`src/rtl/core/hepc_pkg.sv`:
```
// hepc_pkg: shared types and constants of the hci event packet checker
// depends on nothing; imported by the parser, the top level and the checker
package hepc_pkg;

    // packet size limit default, overridable on the top level
    localparam int unsigned MAX_PACKET_BYTES_DEF = 260;

    // h4 lead byte and event codes
    localparam logic [7:0] LEAD_EVENT        = 8'h04;
    localparam logic [7:0] CODE_CMD_COMPLETE = 8'h0e;
    localparam logic [7:0] CODE_LE_META      = 8'h3e;
    localparam logic [7:0] SUB_ADV_REPORT    = 8'h02;

    // advertising report layout: data length sits 8 bytes into a report,
    // a report spans 10 header bytes plus its data
    localparam int unsigned REPORT_START_INIT = 5;
    localparam int unsigned REPORT_LEN_OFFSET = 8;
    localparam int unsigned REPORT_HDR_BYTES  = 10;

    // reports field saturates at its 5-bit maximum
    localparam logic [4:0] REPORTS_SAT = 5'd31;

    // configuration port
    localparam int unsigned APB_ADDR_W = 3;
    localparam int unsigned APB_DATA_W = 32;
    localparam logic [APB_ADDR_W-3:0] REG_AWAITED_OPCODE = '0;

    // result classification
    typedef enum logic [2:0] {
        KIND_OTHER     = 3'd0,
        KIND_CMD_DONE  = 3'd1,
        KIND_ADV       = 3'd2,
        KIND_MALFORMED = 3'd3,
        KIND_DROPPED   = 3'd4
    } t_event_kind;

    // one input transfer
    typedef struct packed {
        logic [7:0] packet_byte;
        logic       last_byte;
        logic       scan_disabled;
    } t_in_item;

    // one result transfer
    typedef struct packed {
        t_event_kind event_kind;
        logic        completion_match;
        logic [7:0]  command_status;
        logic [4:0]  reports_in_packet;
        logic [31:0] report_total;
        logic [31:0] report_disabled_total;
        logic [31:0] malformed_total;
        logic [31:0] failure_total;
        logic [31:0] dropped_total;
    } t_out_item;

    // packet view after the current byte, from parser to classifier
    typedef struct packed {
        logic        oversize;
        logic        too_short;
        logic        length_ok;
        logic        at_least_7;
        logic        at_least_5;
        logic        lead_ok;
        logic [7:0]  evt_code;
        logic [7:0]  subevent;
        logic [15:0] completed_opcode;
        logic [7:0]  status;
        logic [7:0]  num_reports;
        logic [7:0]  reports_done;
    } t_pkt_info;

endpackage

```
`src/rtl/core/hepc_parser.sv`:
```
// hepc_parser: per-packet byte tracking and advertising report walk
// depends on hepc_pkg; gives the packet view including the current byte
module hepc_parser #(
    parameter int unsigned MAX_PACKET_BYTES = hepc_pkg::MAX_PACKET_BYTES_DEF
) (
    input  logic                i_clk,
    input  logic                i_rst_n,
    input  logic                i_advance,
    input  logic [7:0]          i_packet_byte,
    input  logic                i_last_byte,
    output hepc_pkg::t_pkt_info o_info
);
    import hepc_pkg::*;

    localparam int unsigned POS_W   = $clog2(MAX_PACKET_BYTES + 2);
    localparam int unsigned START_W = $clog2(MAX_PACKET_BYTES + 1);
    localparam int unsigned END_W   = $clog2(MAX_PACKET_BYTES + REPORT_HDR_BYTES + 256);

    logic [POS_W-1:0]   r_pos, n_pos;
    logic               r_lead_ok, n_lead_ok;
    logic [7:0]         r_evt_code, n_evt_code;
    logic [7:0]         r_param_length, n_param_length;
    logic [7:0]         r_subevent, n_subevent;
    logic [15:0]        r_completed_opcode, n_completed_opcode;
    logic [7:0]         r_status, n_status;
    logic [7:0]         r_num_reports, n_num_reports;
    logic [START_W-1:0] r_report_start, n_report_start;
    logic [END_W-1:0]   r_report_end, n_report_end;
    logic [7:0]         r_reports_done, n_reports_done;
    logic               w_take;

    // header capture and report walk for the current byte
    always_comb begin
        n_lead_ok          = r_lead_ok;
        n_evt_code         = r_evt_code;
        n_param_length     = r_param_length;
        n_subevent         = r_subevent;
        n_completed_opcode = r_completed_opcode;
        n_status           = r_status;
        n_num_reports      = r_num_reports;
        n_report_start     = r_report_start;
        n_report_end       = r_report_end;
        n_reports_done     = r_reports_done;
        w_take             = r_pos < POS_W'(MAX_PACKET_BYTES);

        if (w_take) begin
            case (r_pos)
                POS_W'(0): n_lead_ok = (i_packet_byte == LEAD_EVENT);
                POS_W'(1): n_evt_code = i_packet_byte;
                POS_W'(2): n_param_length = i_packet_byte;
                POS_W'(3): n_subevent = i_packet_byte;
                POS_W'(4): begin
                    n_completed_opcode = {8'd0, i_packet_byte};
                    n_num_reports      = i_packet_byte;
                end
                POS_W'(5): n_completed_opcode[15:8] = i_packet_byte;
                POS_W'(6): n_status = i_packet_byte;
                default: ;
            endcase
        end

        // end of a report is known once its data length byte arrives
        if (w_take && r_pos >= POS_W'(5) && r_reports_done < n_num_reports) begin
            if (r_report_end == '0 &&
                END_W'(r_pos) == END_W'(r_report_start) + END_W'(REPORT_LEN_OFFSET)) begin
                n_report_end = END_W'(r_report_start) + END_W'(REPORT_HDR_BYTES)
                             + END_W'(i_packet_byte);
            end else if (r_report_end != '0 && END_W'(r_pos) + END_W'(1) == r_report_end) begin
                n_reports_done = r_reports_done + 8'd1;
                n_report_start = r_report_end[START_W-1:0];
                n_report_end   = '0;
            end
        end

        // position saturates one past the limit
        n_pos = (r_pos > POS_W'(MAX_PACKET_BYTES)) ? r_pos : r_pos + POS_W'(1);
    end

    // packet view, length checks written on the position before increment
    always_comb begin
        o_info.oversize         = r_pos >= POS_W'(MAX_PACKET_BYTES);
        o_info.too_short        = r_pos < POS_W'(2);
        o_info.length_ok        = r_pos == POS_W'(n_param_length) + POS_W'(2);
        o_info.at_least_7       = r_pos >= POS_W'(6);
        o_info.at_least_5       = r_pos >= POS_W'(4);
        o_info.lead_ok          = n_lead_ok;
        o_info.evt_code         = n_evt_code;
        o_info.subevent         = n_subevent;
        o_info.completed_opcode = n_completed_opcode;
        o_info.status           = n_status;
        o_info.num_reports      = n_num_reports;
        o_info.reports_done     = n_reports_done;
    end

    // packet state, cleared at reset and after every last byte
    always_ff @(posedge i_clk) begin
        if (!i_rst_n || (i_advance && i_last_byte)) begin
            r_pos              <= '0;
            r_lead_ok          <= 1'b0;
            r_evt_code         <= '0;
            r_param_length     <= '0;
            r_subevent         <= '0;
            r_completed_opcode <= '0;
            r_status           <= '0;
            r_num_reports      <= '0;
            r_report_start     <= START_W'(REPORT_START_INIT);
            r_report_end       <= '0;
            r_reports_done     <= '0;
        end else if (i_advance) begin
            r_pos              <= n_pos;
            r_lead_ok          <= n_lead_ok;
            r_evt_code         <= n_evt_code;
            r_param_length     <= n_param_length;
            r_subevent         <= n_subevent;
            r_completed_opcode <= n_completed_opcode;
            r_status           <= n_status;
            r_num_reports      <= n_num_reports;
            r_report_start     <= n_report_start;
            r_report_end       <= n_report_end;
            r_reports_done     <= n_reports_done;
        end
    end

endmodule

```
`config.mk`:
```
export PLATFORM = sky130hd
export DESIGN_NAME = hepc_parser
export DESIGN_NICKNAME = d
export VERILOG_FILES = /design/src/rtl/core/hepc_pkg.sv /design/src/rtl/core/hepc_parser.sv
export SDC_FILE = /design/constraint.sdc
export NUM_CORES = 1
export LEC_CHECK = 0
export BUFFER_PORTS_ARGS = -buffer_cell sky130_fd_sc_hd__clkbuf_2
export CORE_ASPECT_RATIO = 0.9
export CORE_UTILIZATION = 60
export CTS_CLUSTER_SIZE = 20
export DETAILED_ROUTE_END_ITERATION = 8
export GPL_ROUTABILITY_DRIVEN = 0
export PLACE_DENSITY = 0.78
export SLEW_MARGIN = 20
export SYNTH_ARGS = -nofsm -noshare
export SYNTH_HDL_FRONTEND = slang
export SYNTH_SLANG_ARGS = --single-unit
```
`constraint.sdc`:
```
create_clock -name i_clk -period 6.1 [get_ports i_clk]
set_clock_uncertainty 0.1 [all_clocks]
set_input_delay 0.305 -clock i_clk [delete_from_list [all_inputs] [get_ports i_clk]]
set_output_delay 0.305 -clock i_clk [all_outputs]
set_load 0.05 [all_outputs]
```
Yosys cells after proc, flatten, opt, wreduce, memory -nomap -nowiden
Cells that the tools add are included.

$add $sub $neg: 7. Multiply operators: 0. Divide/modulo/power cells: 0. $lt $le $gt $ge: 8. Eq/ne operators: 10. Shift operators: 0. Mux-type cells: 20. Bitwise gates (word level): 2. Reduce and logical (&&, ||, !) cells: 14.

Operators with widths (count): $mux W8 (14); $eq A9 B3 Y1 const B (3); $ge A9 B3 Y1 const B (3); $add A9 B4 Y10 const B (2); $mux W10 (2); $eq A9 B2 Y1 const B (2); $mux W16 (1); $pmux W8 S2 (1); $add A10 B8 Y10 (1); $add A9 B1 Y10 const B (1); $eq A10 B10 Y1 (1); $eq A9 B10 Y1 (1); $logic_not A10 Y1 (1); $reduce_bool A10 Y1 (1); $add A8 B2 Y9 const B (1); $add A9 B1 Y9 const B (1); $eq A9 B1 Y1 const B (1); $eq A9 B9 Y1 (1); $ge A9 B9 Y1 const B (1); $gt A9 B9 Y1 const B (1); $logic_not A9 Y1 (1); $lt A9 B2 Y1 const B (1); $lt A9 B9 Y1 const B (1); $add A8 B1 Y8 const B (1); 11 further kinds (17).

Flip-flop bits (word level): 93. Bits in latches: 0. Bits in writable memories: 0. ROM bits: 0. Input port bits: 12. Logic and storage cells: 72. Memories: 0.

Logic depth before layout (Yosys ltp)
Gate-level depths: netlist (run 1).

Depth after elaboration: 6. Depth in mapped cells: 15. Depth with buffers taken out: 13.

Worst setup path after synthesis (run 1)
OpenSTA, ideal clock, no wires.

Kind: reg-to-output. From: reg r_pos[3]. To: out o_info[6] in the netlist's numbering. Arrival time: 3.641 ns. Required time: 5.695 ns. Setup slack: 2.054 ns. Cell stages (with the launch flop): 15. Buffers on the path: 3. Path through: dfxtp_1 > buf_4 > nor3_4 > and3_1 > clkbuf_1 > nand2_1 > a21boi_0 > ha_1 > a21o_1 > a211oi_1 > and4bb_1 > nand3_2 > buf_2 > nor3_1 > xor2_1.

RTL lines: start, declared (line hepc_parser.sv:19) `logic [POS_W-1:0] r_pos, n_pos;`; start signal, assigned (line hepc_parser.sv:110) `r_pos <= n_pos;`; end, declared (line hepc_parser.sv:11) `output hepc_pkg::t_pkt_info o_info`.

==> summary.txt, run 1 <==
Synth
  – Most common cell in the netlist: nand2_1
  – Largest area contributor in the netlist: dfxtp_1
  – Yosys cell types: 61
  – Synth async-reset ratio: 0
  – Commonest cells in the netlist: 96 x nand2_1, 93 x dfxtp_1, 59 x nor2_1
  – Mapped Area: 5713 um2
  – Register area share after synthesis: 0.3259
  – Synth top area cells: dfxtp_1 33%, ha_1 6.4%, nand2_1 6.3%, mux2_2 4.9%, a21oi_1 4.2%
  – Syn avg cell area: 8.232 um2
  – Seq cells post-synth: 93
  – Cells after Synth: 694
  – Syn nets: 736
  – EDFF count, synth: 0
  – Synth top area share: 0.3259
  – Ys Warns: 0
  – Prevailing post-synth register cell: dfxtp_1

Worst setup path
  – Worst setup EP type: primary output
  – Crit path DAT: 4.49 ns
  – Crit Path Category: flip-flop to primary output
  – Crit Path Max Fanout: 18
  – Kind of start point of the critical path: flip-flop
  – WP data required: 5.69 ns

STA
  – RSZ-0062 raised after global routing: false
  – Headroom to the max-slew limit: 0.3015
  – Final hold vios: 0
  – Least-Margin Pin Slew: 1.047 ns
  – Post-route setup slack: 1.203 ns
  – Final setup viols: 0
  – Fmax: 204.2 MHz
  – Final TNS setup: 0 ns
  – Tcrit/Tclk final: 0.8027
  – Final Slew Violations: 0
  – Final min period: 4.897 ns

Power
  – Pwr per Cell Area: 211.7 nW/um2
  – Power Total: 1.333 mW
  – Static leakage: 2.840 nW
  – Worst vdd ir: 133.3 uV

Global routing
  – Total track usage: 0.3011
  – Grt ovf: 0
  – Largest net degree at the start of global routing: 73
  – Initial antenna violation count: 0
  – Number of global-route vias before repair: 4,766
  – Global-route wire length before repair: 23,730 um

Floorplanning
  – FP Rows: 33
  – Die Span Y: 94.57 um
  – Initial core utilization: 0.6233
  – DIE AREA: 9916 um2
  – Ports: 74
  – Core Box Area: 9166 um2
  – Die width: 104.9 um

Route
  – DRC violations left: 0
  – Drt wl/cell: 17.05 um
  – DR vias: 5,189
  – Pre-antenna DRT Iters: 5
  – Vias per std cell: 6.020
  – DR iter-0 viols: 281
  – Detail Route Antenna Nets: 0
  – Routed wire length: 14,700 um

Clock tree
  – Post-CTS setup buffers: 0
  – Hold_buf cts: 0
  – Worst-path clk slew: 0.10 ns
  – CTS sink cnt: 93
  – CTS Buffer Depth: 2
  – TritonCTS clock tree: done
  – Cts repair resizes: 0
  – Clk Tree Root Cell: clkbuf_8
  – H-tree depth: 3
  – Worst skew pair latency: 0.36 ns
  – Inserted Clock Buffers: 9

Final layout
  – # fillers: 779
  – Number of diodes: 0
  – Post-Route Utilization: 0.6869
  – NumNets Final: 777
  – Area delta synth->final: 10.21%
  – Layout cells sized above 1: 0.1743
  – Design area: 6296 um2

Placement
  – Post-DP Area: 6048 um2
  – Detail Placement HPWL: 10,480 um
  – IO Port Bufs: 73
  – Dpl ws: 1.570 ns

Worst hold path
  – Type of the worst min-delay path: input port to flip-flop

Run status
  – Status: complete, no violations

Flow run
  – Maxcap violations: 0
## flip-flops by register name (all words and copies together) (netlist names)
signal and count:
r_report_start 9, r_completed_opcode 16, r_pos 9, r_param_length 8, r_lead_ok 1, r_reports_done 8, r_report_end 10, r_status 8
r_subevent 8, r_evt_code 8, r_num_reports 8
## worst max-delay path: stages, from the launching register on
cell and delay [ns]:
dfxtp_1 0.46, nor3_1 0.42, and2_1 0.23, nand2_1 0.36, a21boi_0 0.50, ha_1 0.32
a21o_1 0.18, nand3_1 0.07, a21oi_1 0.06, and4bb_1 0.35, nand3_2 0.29, nor4_1 0.42
xor2_1 0.17, clkbuf_2 0.29
## area by class of cell
cell class	instances	area, um2	share of cell area
Timing Repair Buffer	75	380.4	0.06041
Tap cell	122	152.6	0.02424
Clock inverter	5	106.4	0.01689
Multi-Input combinational cell	531	3560	0.5654
Inverter	25	93.84	0.01490
Clock buffer	11	141.4	0.02246
Sequential cell	93	1862	0.2957
## routing by layer
layer	track usage	routed length (um)	vias to the layer above
li1	-	-	2529
met1	0.4074	6749	2468
met2	0.4972	6980	174
met3	0.03865	715	18
met4	0.1045	256	0
met5	0	0	-
## worst paths after layout
path / start / to / depth (start not counted) / slack [ns]
setup / recovery: r_pos[8] / o_info[5] / 13 / 1.20
hold / removal: i_advance / r_pos[8] / 3 / 0.22
setup reg to reg: r_pos[8] / r_reports_done[3] / 12 / 1.53
hold reg to reg: r_subevent[5] / r_subevent[5] / 2 / 0.37
## kinds of logic (layout without fill, tap and decap cells)
| logic type | Yosys count | in the layout | synth area share |
|---|---|---|---|
| flops | 93 | 93 | 0.3259 |
| xor+xnor | 52 | 52 | 0.07972 |
| compound gates | 142 | 142 | 0.1695 |
| mux | 44 | 44 | 0.08257 |
| fa+ha+maj | 30 | 30 | 0.06702 |
| simple gates | 263 | 263 | 0.2238 |
| buf+inv | 70 | 116 | 0.05147 |
## through the flow
| stage | instances | hold WS [ns] |
|---|---|---|
| 2_1_floorplan | 694 | 0.3415 |
| 3_3_place_gp | 846 | 0.3480 |
| 3_5_place_dp | 846 | 0.3540 |
| 4_1_cts | 862 | 0.2186 |
| 5_1_grt | 862 | 0.2583 |
| 6_report | 862 | 0.2216 |
## report_power, final
group / internal [mW] / switching (mW) / leakage (nW) / total [mW]
clock: 0.286 / 0.233 / 0.120 / 0.519
combinational: 0.0552 / 0.133 / 1.97 / 0.188
sequential: 0.617 / 0.00904 / 0.753 / 0.626
total: 0.958 / 0.375 / 2.84 / 1.33
## cell usage in the layout, fill, tap and decap left out, types with 5 or more instances in the layout
cell type,instances
a21o_1,6
nor4_1,5
mux2i_1,19
nand3_1,28
o211a_1,6
inv_1,25
nor2_1,59
o21ai_0,15
a21oi_1,48
ha_1,29
nand2_1,95
nor3_1,14
a21boi_0,7
a311oi_1,8
a211oi_1,13
or2_2,7
xor2_1,25
o31ai_1,6
nand2b_1,5
mux2_2,25
dfxtp_1,93
clkbuf_2,73
a22o_1,17
xnor2_1,27
nor2b_1,9
and3_1,6
nand4_1,8
clkbuf_8,10
Power figures use the tool's default switching activity.
==> inputs of run 2 (changes only) <==
--- a/config.mk
+++ b/config.mk
@@ -7,11 +7,11 @@
 export LEC_CHECK = 0
 export BUFFER_PORTS_ARGS = -buffer_cell sky130_fd_sc_hd__clkbuf_2
 export CORE_ASPECT_RATIO = 0.9
-export CORE_UTILIZATION = 60
+export CORE_UTILIZATION = 53
 export CTS_CLUSTER_SIZE = 20
 export DETAILED_ROUTE_END_ITERATION = 8
 export GPL_ROUTABILITY_DRIVEN = 0
-export PLACE_DENSITY = 0.78
+export PLACE_DENSITY = 0.73
 export SLEW_MARGIN = 20
 export SYNTH_ARGS = -nofsm -noshare
 export SYNTH_HDL_FRONTEND = slang
==> constraint.sdc (replaced) <==
create_clock -name i_clk -period 4.1 [get_ports i_clk]
set_clock_uncertainty 0.1 [all_clocks]
set_input_delay 0.205 -clock i_clk [delete_from_list [all_inputs] [get_ports i_clk]]
set_output_delay 0.205 -clock i_clk [all_outputs]
set_load 0.05 [all_outputs]
==> run 2 against run 1 <==
Compared with the run above: the flow now finishes with violations (design-rule violations); core utilization shrank 5.3 points; die area grew 13%; combinational power grew 56%; via count grew 1.3%; critical endpoint is now o_info[7]; largest cell class unchanged; largest power group unchanged; highest routed layer unchanged.
==> summary.txt, run 2 (synthesis results as in run 1) <==
Run status
  – Status: finished, violations left (was complete, no violations)
  – Failing checks: design-rule violations

Route
  – DR vias: 5,259 (was 5,189)
  – Pre-antenna DRT Iters: 8 (was 5)
  – Routed wire length: 15,450 um (was 14,700 um)
  – DRC violations left: 7 (was 0)
  – Detail Route Antenna Nets: 0 (unchanged)
  – DR iter-0 viols: 526 (was 281)
  – Drt wl/cell: 17.42 um (was 17.05 um)
  – Vias per std cell: 5.929 (was 6.020)

STA
  – Final Slew Violations: 0 (unchanged)
  – Fmax: 254.4 MHz
  – Least-Margin Pin Slew: 1.008 ns (was 1.047 ns)
  – Headroom to the max-slew limit: 0.3237 (was 0.3015)
  – Final setup viols: 0 (unchanged)
  – Final min period: 3.930 ns
  – Final hold vios: 0 (unchanged)
  – Tcrit/Tclk final: 0.9586

Final layout
  – Number of diodes: 0 (unchanged)
  – Max reg flops: 16 (unchanged)
  – # fillers: 898 (was 779)
  – NumNets Final: 795 (was 777)
  – Layout cells sized above 1: 0.2084 (was 0.1743)
  – Largest Register: r_completed_opcode (unchanged)
  – Multi-input gate area: 3620 um2 (was 3560 um2)
  – Register Area: 1862 um2 (unchanged)
  – Leading cell type in the layout, fill and taps excluded: nand2_1 (unchanged)
  – Final instance count without filler cells: 887 (was 862)
  – Area delta synth->final: 15.18% (was 10.21%)
  – Biggest regs: r_completed_opcode x16, r_report_end x10 (unchanged)
  – Most frequent cells in the layout: 94 x nand2_1, 93 x dfxtp_1, 71 x clkbuf_2 (was 95 x nand2_1, 93 x dfxtp_1, 73 x clkbuf_2)
  – Design area: 6580 um2 (was 6296 um2)

Power
  – Worst vdd ir: 265.5 uV (was 133.3 uV)
  – Static leakage: 2.974 nW (was 2.840 nW)
  – Pwr per Cell Area: 325.0 nW/um2 (was 211.7 nW/um2)

Worst hold path
  – Type of the worst min-delay path: input port to flip-flop (unchanged)

Placement
  – Post-DP Area: 6162 um2 (was 6048 um2)
  – Detail Placement HPWL: 10,890 um (was 10,480 um)
  – IO Port Bufs: 73 (unchanged)
  – Placed instance count: 867 (was 846)

Global routing
  – Largest net degree at the start of global routing: 78 (was 73)
  – Total track usage: 0.2809 (was 0.3011)
  – Grt ovf: 0 (unchanged)
  – Global-route wire length before repair: 25,020 um (was 23,730 um)
  – Initial antenna violation count: 0 (unchanged)
  – Number of global-route vias before repair: 4,912 (was 4,766)

Floorplanning
  – Die width: 111.4 um (was 104.9 um)
  – Die Span Y: 100.5 um (was 94.57 um)
  – Initial core utilization: 0.5505 (was 0.6233)
  – Core Box Area: 10,380 um2 (was 9166 um2)
  – Ports: 74 (unchanged)
  – FP Rows: 35 (was 33)
  – DIE AREA: 11,200 um2 (was 9916 um2)

Worst setup path
  – Crit path DAT: 3.63 ns (was 4.49 ns)
  – Kind of start point of the critical path: flip-flop (unchanged)
  – Worst setup EP type: primary output (unchanged)
  – WP data required: 3.80 ns (was 5.69 ns)
  – Crit Path Max Fanout: 13 (was 18)
  – Crit Path Category: flip-flop to primary output (unchanged)

Clock tree
  – Worst skew pair latency: 0.35 ns (was 0.36 ns)
  – CTS Buffer Depth: 2 (unchanged)
  – Inserted Clock Buffers: 9 (unchanged)
  – CTS sink cnt: 93 (unchanged)
  – H-tree depth: 3 (unchanged)
  – TritonCTS clock tree: done (unchanged)
  – Worst-path clk slew: 0.07 ns (was 0.10 ns)
  – Clk Tree Root Cell: clkbuf_16 (was clkbuf_8)

Flow run
  – Maxcap violations: 0 (unchanged)
run 2: changes by cell type in the layout (fill, tap and decap cells not counted), sizes merged:
cell / change
buf: +19
clkbuf: -3
clkinv: +2
bufinv: -1
clkinvlp: +1
run 2: critical path, cell delays in order (launching register included):
cell      delay [ns]
dfxtp_1         0.32
nor3_2          0.32
and3_4          0.29
nand2_1         0.10
a21boi_2        0.20
ha_1            0.32
a21o_1          0.18
a211oi_1        0.27
and4bb_2        0.34
nand3_4         0.19
nor3_1          0.27
xor2_1          0.17
clkbuf_2        0.30
run 2: final cells by class:
class | instances | area share
repair buffers | 93 | 0.07910
well taps | 129 | 0.02453
clock inverters | 7 | 0.01483
flip-flops and latches | 93 | 0.2829
multi-input cells | 531 | 0.5501
inverters | 25 | 0.01426
clock buffers | 9 | 0.03423
run 2: repair_timing:
action,4_1_cts,5_1_grt
setup buffers,1,3
resized for setup,8,14
hold buffers,0,0
pin swaps,1,2
setup endpoints to repair,7,8
run 2: worst paths after layout:
kind | end | depth (start not counted) | slack [ns] | start
worst max-delay path | o_info[7] | 12 | 0.17 | r_pos[5]
worst min-delay path | r_completed_opcode[4] | 3 | 0.13 | i_packet_byte[4]
worst max register to register | r_reports_done[5] | 12 | 0.54 | r_pos[5]
worst min register to register | r_status[4] | 2 | 0.37 | r_status[4]
run 2: power by group:
part | switching [mW] | internal [mW]
combinational | 0.206 | 0.0870
sequential | 0.00951 | 0.918
clock | 0.380 | 0.538
total | 0.596 | 1.54
run 2: metal layers:
layer	part of all wire	track usage	vias up
met5	0	0	-
li1	-	-	2556
met2	0.46	0.4500	166
met1	0.46	0.3768	2508
met3	0.057	0.05051	29
met4	0.023	0.1133	0
run 2: per-stage QoR:
stage / power [mW] / utilization / setup slack, ns / hold WS, ns / setup TNS (ns)
CTS: 2.141 / 0.6277 / 0.01812 / 0.1142 / 0
global route: 2.195 / 0.6340 / -0.02517 / 0.1243 / -0.03225
global placement: 1.229 / 0.5937 / 0.3318 / 0.3478 / 0
floorplan: 1.160 / - / 0.1540 / 0.2489 / 0
detailed placement: 1.236 / 0.5937 / 0.06787 / 0.3533 / 0
finish: 2.139 / 0.6340 / 0.1697 / 0.1293 / 0
==> inputs of run 3 (changes only) <==
--- a/config.mk
+++ b/config.mk
@@ -5,13 +5,14 @@
 export SDC_FILE = /design/constraint.sdc
 export NUM_CORES = 1
 export LEC_CHECK = 0
+export ABC_AREA = 1
 export BUFFER_PORTS_ARGS = -buffer_cell sky130_fd_sc_hd__clkbuf_2
 export CORE_ASPECT_RATIO = 0.9
-export CORE_UTILIZATION = 53
+export CORE_UTILIZATION = 54
 export CTS_CLUSTER_SIZE = 20
 export DETAILED_ROUTE_END_ITERATION = 8
 export GPL_ROUTABILITY_DRIVEN = 0
-export PLACE_DENSITY = 0.73
+export PLACE_DENSITY = 0.74
 export SLEW_MARGIN = 20
 export SYNTH_ARGS = -nofsm -noshare
 export SYNTH_HDL_FRONTEND = slang
==> run 3 against run 2 <==
Compared with the run above: the flow now finishes without violations; sequential share of layout area decreased by 2.3 points; critical path depth increased by 5; synthesized cell count increased by 49%; setup slack improved by 0.15 ns; critical path type unchanged.
==> summary.txt, run 3 <==
Global routing
  – Largest net degree at the start of global routing: 65 (was 78)
  – Total track usage: 0.2951 (was 0.2809)
  – Global-route wire length before repair: 28,320 um (was 25,020 um)
  – Number of global-route vias before repair: 5,739 (was 4,912)
  – Initial antenna violation count: 0 (unchanged)
  – Grt ovf: 0 (unchanged)

Clock tree
  – H-tree depth: 3 (unchanged)
  – CTS sink cnt: 93 (unchanged)
  – Clk Tree Root Cell: clkbuf_16 (unchanged)
  – TritonCTS clock tree: done (unchanged)
  – Inserted Clock Buffers: 9 (unchanged)
  – Hold_buf cts: 0 (unchanged)
  – CTS Buffer Depth: 2 (unchanged)
  – Worst-path clk slew: 0.07 ns (about the same)
  – Worst skew pair latency: 0.36 ns (was 0.35 ns)

Worst hold path
  – Hold path start: i_packet_byte[3] (was i_packet_byte[4])
  – Hold path endpoint: r_subevent[3] (was r_completed_opcode[4])
  – Hold depth: 5 (was 3)
  – Type of the worst min-delay path: input port to flip-flop (unchanged)

Worst setup path
  – FF-to-FF Start: r_pos[3] (was r_pos[5])
  – Crit Path Max Fanout: 10 (was 13)
  – Crit path DAT: 3.48 ns (was 3.63 ns)
  – Worst setup EP type: primary output (unchanged)
  – WP data required: 3.80 ns (about the same)
  – Kind of start point of the critical path: flip-flop (unchanged)
  – Crit Path Category: flip-flop to primary output (unchanged)
  – Worst R2R Path Depth: 18 (was 12)
  – R2r setup slk: 0.60 ns (was 0.54 ns)
  – FF-to-FF End: r_report_start[0] (was r_reports_done[5])

STA
  – Least-Margin Pin Slew: 1.033 ns (was 1.008 ns)
  – Final hold vios: 0 (unchanged)
  – Final Slew Violations: 0 (unchanged)
  – Headroom to the max-slew limit: 0.3076 (was 0.3237)
  – Fmax: 264.3 MHz (was 254.4 MHz)
  – Tcrit/Tclk final: 0.9229 (was 0.9586)
  – Final setup viols: 0 (unchanged)
  – RSZ-0062 raised after global routing: false
  – Final TNS setup: 0 ns (unchanged)
  – Final min period: 3.784 ns (was 3.930 ns)

Floorplanning
  – Core Box Area: 11,530 um2 (was 10,380 um2)
  – Die Span Y: 105.7 um (was 100.5 um)
  – Initial core utilization: 0.5596 (was 0.5505)
  – Ports: 74 (unchanged)
  – DIE AREA: 12,390 um2 (was 11,200 um2)
  – FP Rows: 37 (was 35)
  – Die width: 117.2 um (was 111.4 um)

Synth
  – EDFF count, synth: 0 (unchanged)
  – Synth top area cells: dfxtp_1 29%, nand2_1 12%, inv_1 10%, o21ai_0 7.8%, nor2_1 6.6% (was dfxtp_1 33%, ha_1 6.4%, nand2_1 6.3%, mux2_2 4.9%, a21oi_1 4.2%)
  – Yosys cell types: 44 (was 61)
  – Mapped Area: 6451 um2 (was 5713 um2)
  – Synth top area share: 0.2886 (was 0.3259)
  – Cells after Synth: 1,031 (was 694)
  – Prevailing post-synth register cell: dfxtp_1 (unchanged)
  – Synth async-reset ratio: 0 (unchanged)
  – Commonest cells in the netlist: 214 x nand2_1, 176 x inv_1, 114 x nor2_1 (was 96 x nand2_1, 93 x dfxtp_1, 59 x nor2_1)
  – Syn nets: 1,073 (was 736)
  – Seq cells post-synth: 93 (unchanged)
  – Most common cell in the netlist: nand2_1 (unchanged)
  – Ys Warns: 0 (unchanged)
  – Syn avg cell area: 6.257 um2 (was 8.232 um2)
  – Register area share after synthesis: 0.2886 (was 0.3259)
  – Largest area contributor in the netlist: dfxtp_1 (unchanged)

Route
  – Routed wire length: 17,240 um (was 15,450 um)
  – Detail Route Antenna Nets: 0 (unchanged)
  – Pre-antenna DRT Iters: 5 (was 8)
  – DR vias: 6,542 (was 5,259)
  – DR iter-0 viols: 602 (was 526)
  – Vias per std cell: 5.250 (was 5.929)
  – DRC violations left: 0 (was 7)
  – Drt wl/cell: 13.83 um (was 17.42 um)

Power
  – P_sw: 0.9114 mW (was 0.5955 mW)
  – Pwr per Cell Area: 343.0 nW/um2 (was 325.0 nW/um2)
  – Power Total: 2.463 mW (was 2.139 mW)
  – Gate power share: 0.276 (was 0.137)
  – Seq pwr share: 0.396 (was 0.434)
  – Sw Ratio: 0.3700 (was 0.2785)
  – Clock network fraction of total power: 0.328 (was 0.429)
  – Worst vdd ir: 250.1 uV (was 265.5 uV)
  – Static leakage: 3.874 nW (was 2.974 nW)
  – Cell Int Power: 1.552 mW (was 1.543 mW)

Final layout
  – Number of diodes: 0 (unchanged)
  – Leading cell type in the layout, fill and taps excluded: nand2_1 (unchanged)
  – Area delta synth->final: 11.33% (was 15.18%)
  – Largest Register: r_completed_opcode (unchanged)
  – Biggest regs: r_completed_opcode x16, r_report_end x10 (unchanged)
  – Max reg flops: 16 (unchanged)
  – Most frequent cells in the layout: 213 x nand2_1, 174 x inv_1, 114 x nor2_1 (was 94 x nand2_1, 93 x dfxtp_1, 71 x clkbuf_2)
  – Final instance count without filler cells: 1,246 (was 887)
  – Layout cells sized above 1: 0.1394 (was 0.2084)
  – NumNets Final: 1,127 (was 795)

Placement
  – Placed instance count: 1,225 (was 867)
  – IO Port Bufs: 73 (unchanged)
  – Detail Placement HPWL: 12,560 um (was 10,890 um)

Flow run
  – Maxcap violations: 0 (unchanged)

Run status
  – Status: complete, no violations (was finished, violations left)
run 3: changes by cell type in the layout (fill, tap and decap cells not counted), sizes merged, moves of 25 or more:
cell / change
inv: +158
nand2: +127
o21ai: +93
nor2: +68
nand3: +37
mux2: -25
run 3: worst max path at each step:
| stage | start | endpoint | slack [ns] |
|---|---|---|---|
| 4_1_cts | r_pos[1] | o_info[3] | 0.03 |
| 5_1_grt | r_pos[3] | o_info[4] | 0.007 |
| 6_report | r_pos[3] | o_info[2] | 0.32 |
| 2_1_floorplan | r_pos[3] | o_info[1] | 0.26 |
| 3_3_place_gp | r_pos[3] | o_info[7] | 0.57 |
| 3_5_place_dp | r_pos[1] | o_info[3] | 0.45 |
run 3: what timing repair did:
action,in CTS,in global routing
resized for setup,0,7
setup buffers,0,5
setup endpoints to repair,0,14
run 3: power groups by stage:
stage	combinational (mW)	sequential (mW)	clock, mW
after detailed placement	0.664	0.994	0
after global placement	0.661	0.993	0
after CTS	0.666	0.973	0.817
after global routing	0.749	0.979	0.861
after floorplan	0.539	0.981	0
final	0.681	0.975	0.807
run 3: per-layer routing:
metal / vias up / part of all wire / global-route usage / wire [um]
met3: 28 / 0.066 / 0.07361 / 1139
met4: 0 / 0.021 / 0.09494 / 363
met2: 214 / 0.44 / 0.4471 / 7531
met5: - / 0 / 0 / 0
met1: 2919 / 0.48 / 0.4063 / 8203
li1: 3381 / - / - / -
run 3: area by class of cell:
class	instances	area, um2
timing repair buffer	84	447.9
sequential	93	1867
fill	1136	4345
inverter	189	716.9
clock buffer	11	242.7
multi-input combinational	708	3677
clock inverter	5	35.03
tap	156	195.2
run 3: logic make-up after synthesis:
kind of cell,Yosys count,share of synthesized area
buffers and inverters,230,0.1437
AND/OR/NAND/NOR,456,0.3125
adder cells (fa/ha/maj),30,0.05935
AO/OA/AOI/OAI,199,0.1647
flip-flops,93,0.2886
XOR/XNOR,23,0.03123
run 3: worst max-delay path: stages (launching register included):
cell and delay (ns):
dfxtp_2 0.41, clkinv_2 0.11, nand2_1 0.18, nor2_2 0.08
nand2_2 0.18, clkinvlp_4 0.23, o21ai_1 0.29, inv_1 0.08
ha_1 0.20, a21oi_1 0.10, or2_2 0.11, nand2_1 0.07
nor3_4 0.29, inv_2 0.07, a21oi_4 0.26, nand2_1 0.12
nand2_1 0.07, clkbuf_2 0.27
run 3: per-stage QoR:
step | instance area (um2) | setup slack (ns) | utilization | hold WS, ns
after floorplan | 6451 | 0.2578 | - | 0.3492
after global placement | 6850 | 0.5670 | 0.5943 | 0.3639
after detailed placement | 6850 | 0.4483 | 0.5943 | 0.3634
after CTS | 7128 | 0.03262 | 0.6184 | 0.1751
after global routing | 7182 | 0.007287 | 0.6230 | 0.2092
final | 7182 | 0.3160 | 0.6230 | 0.1708
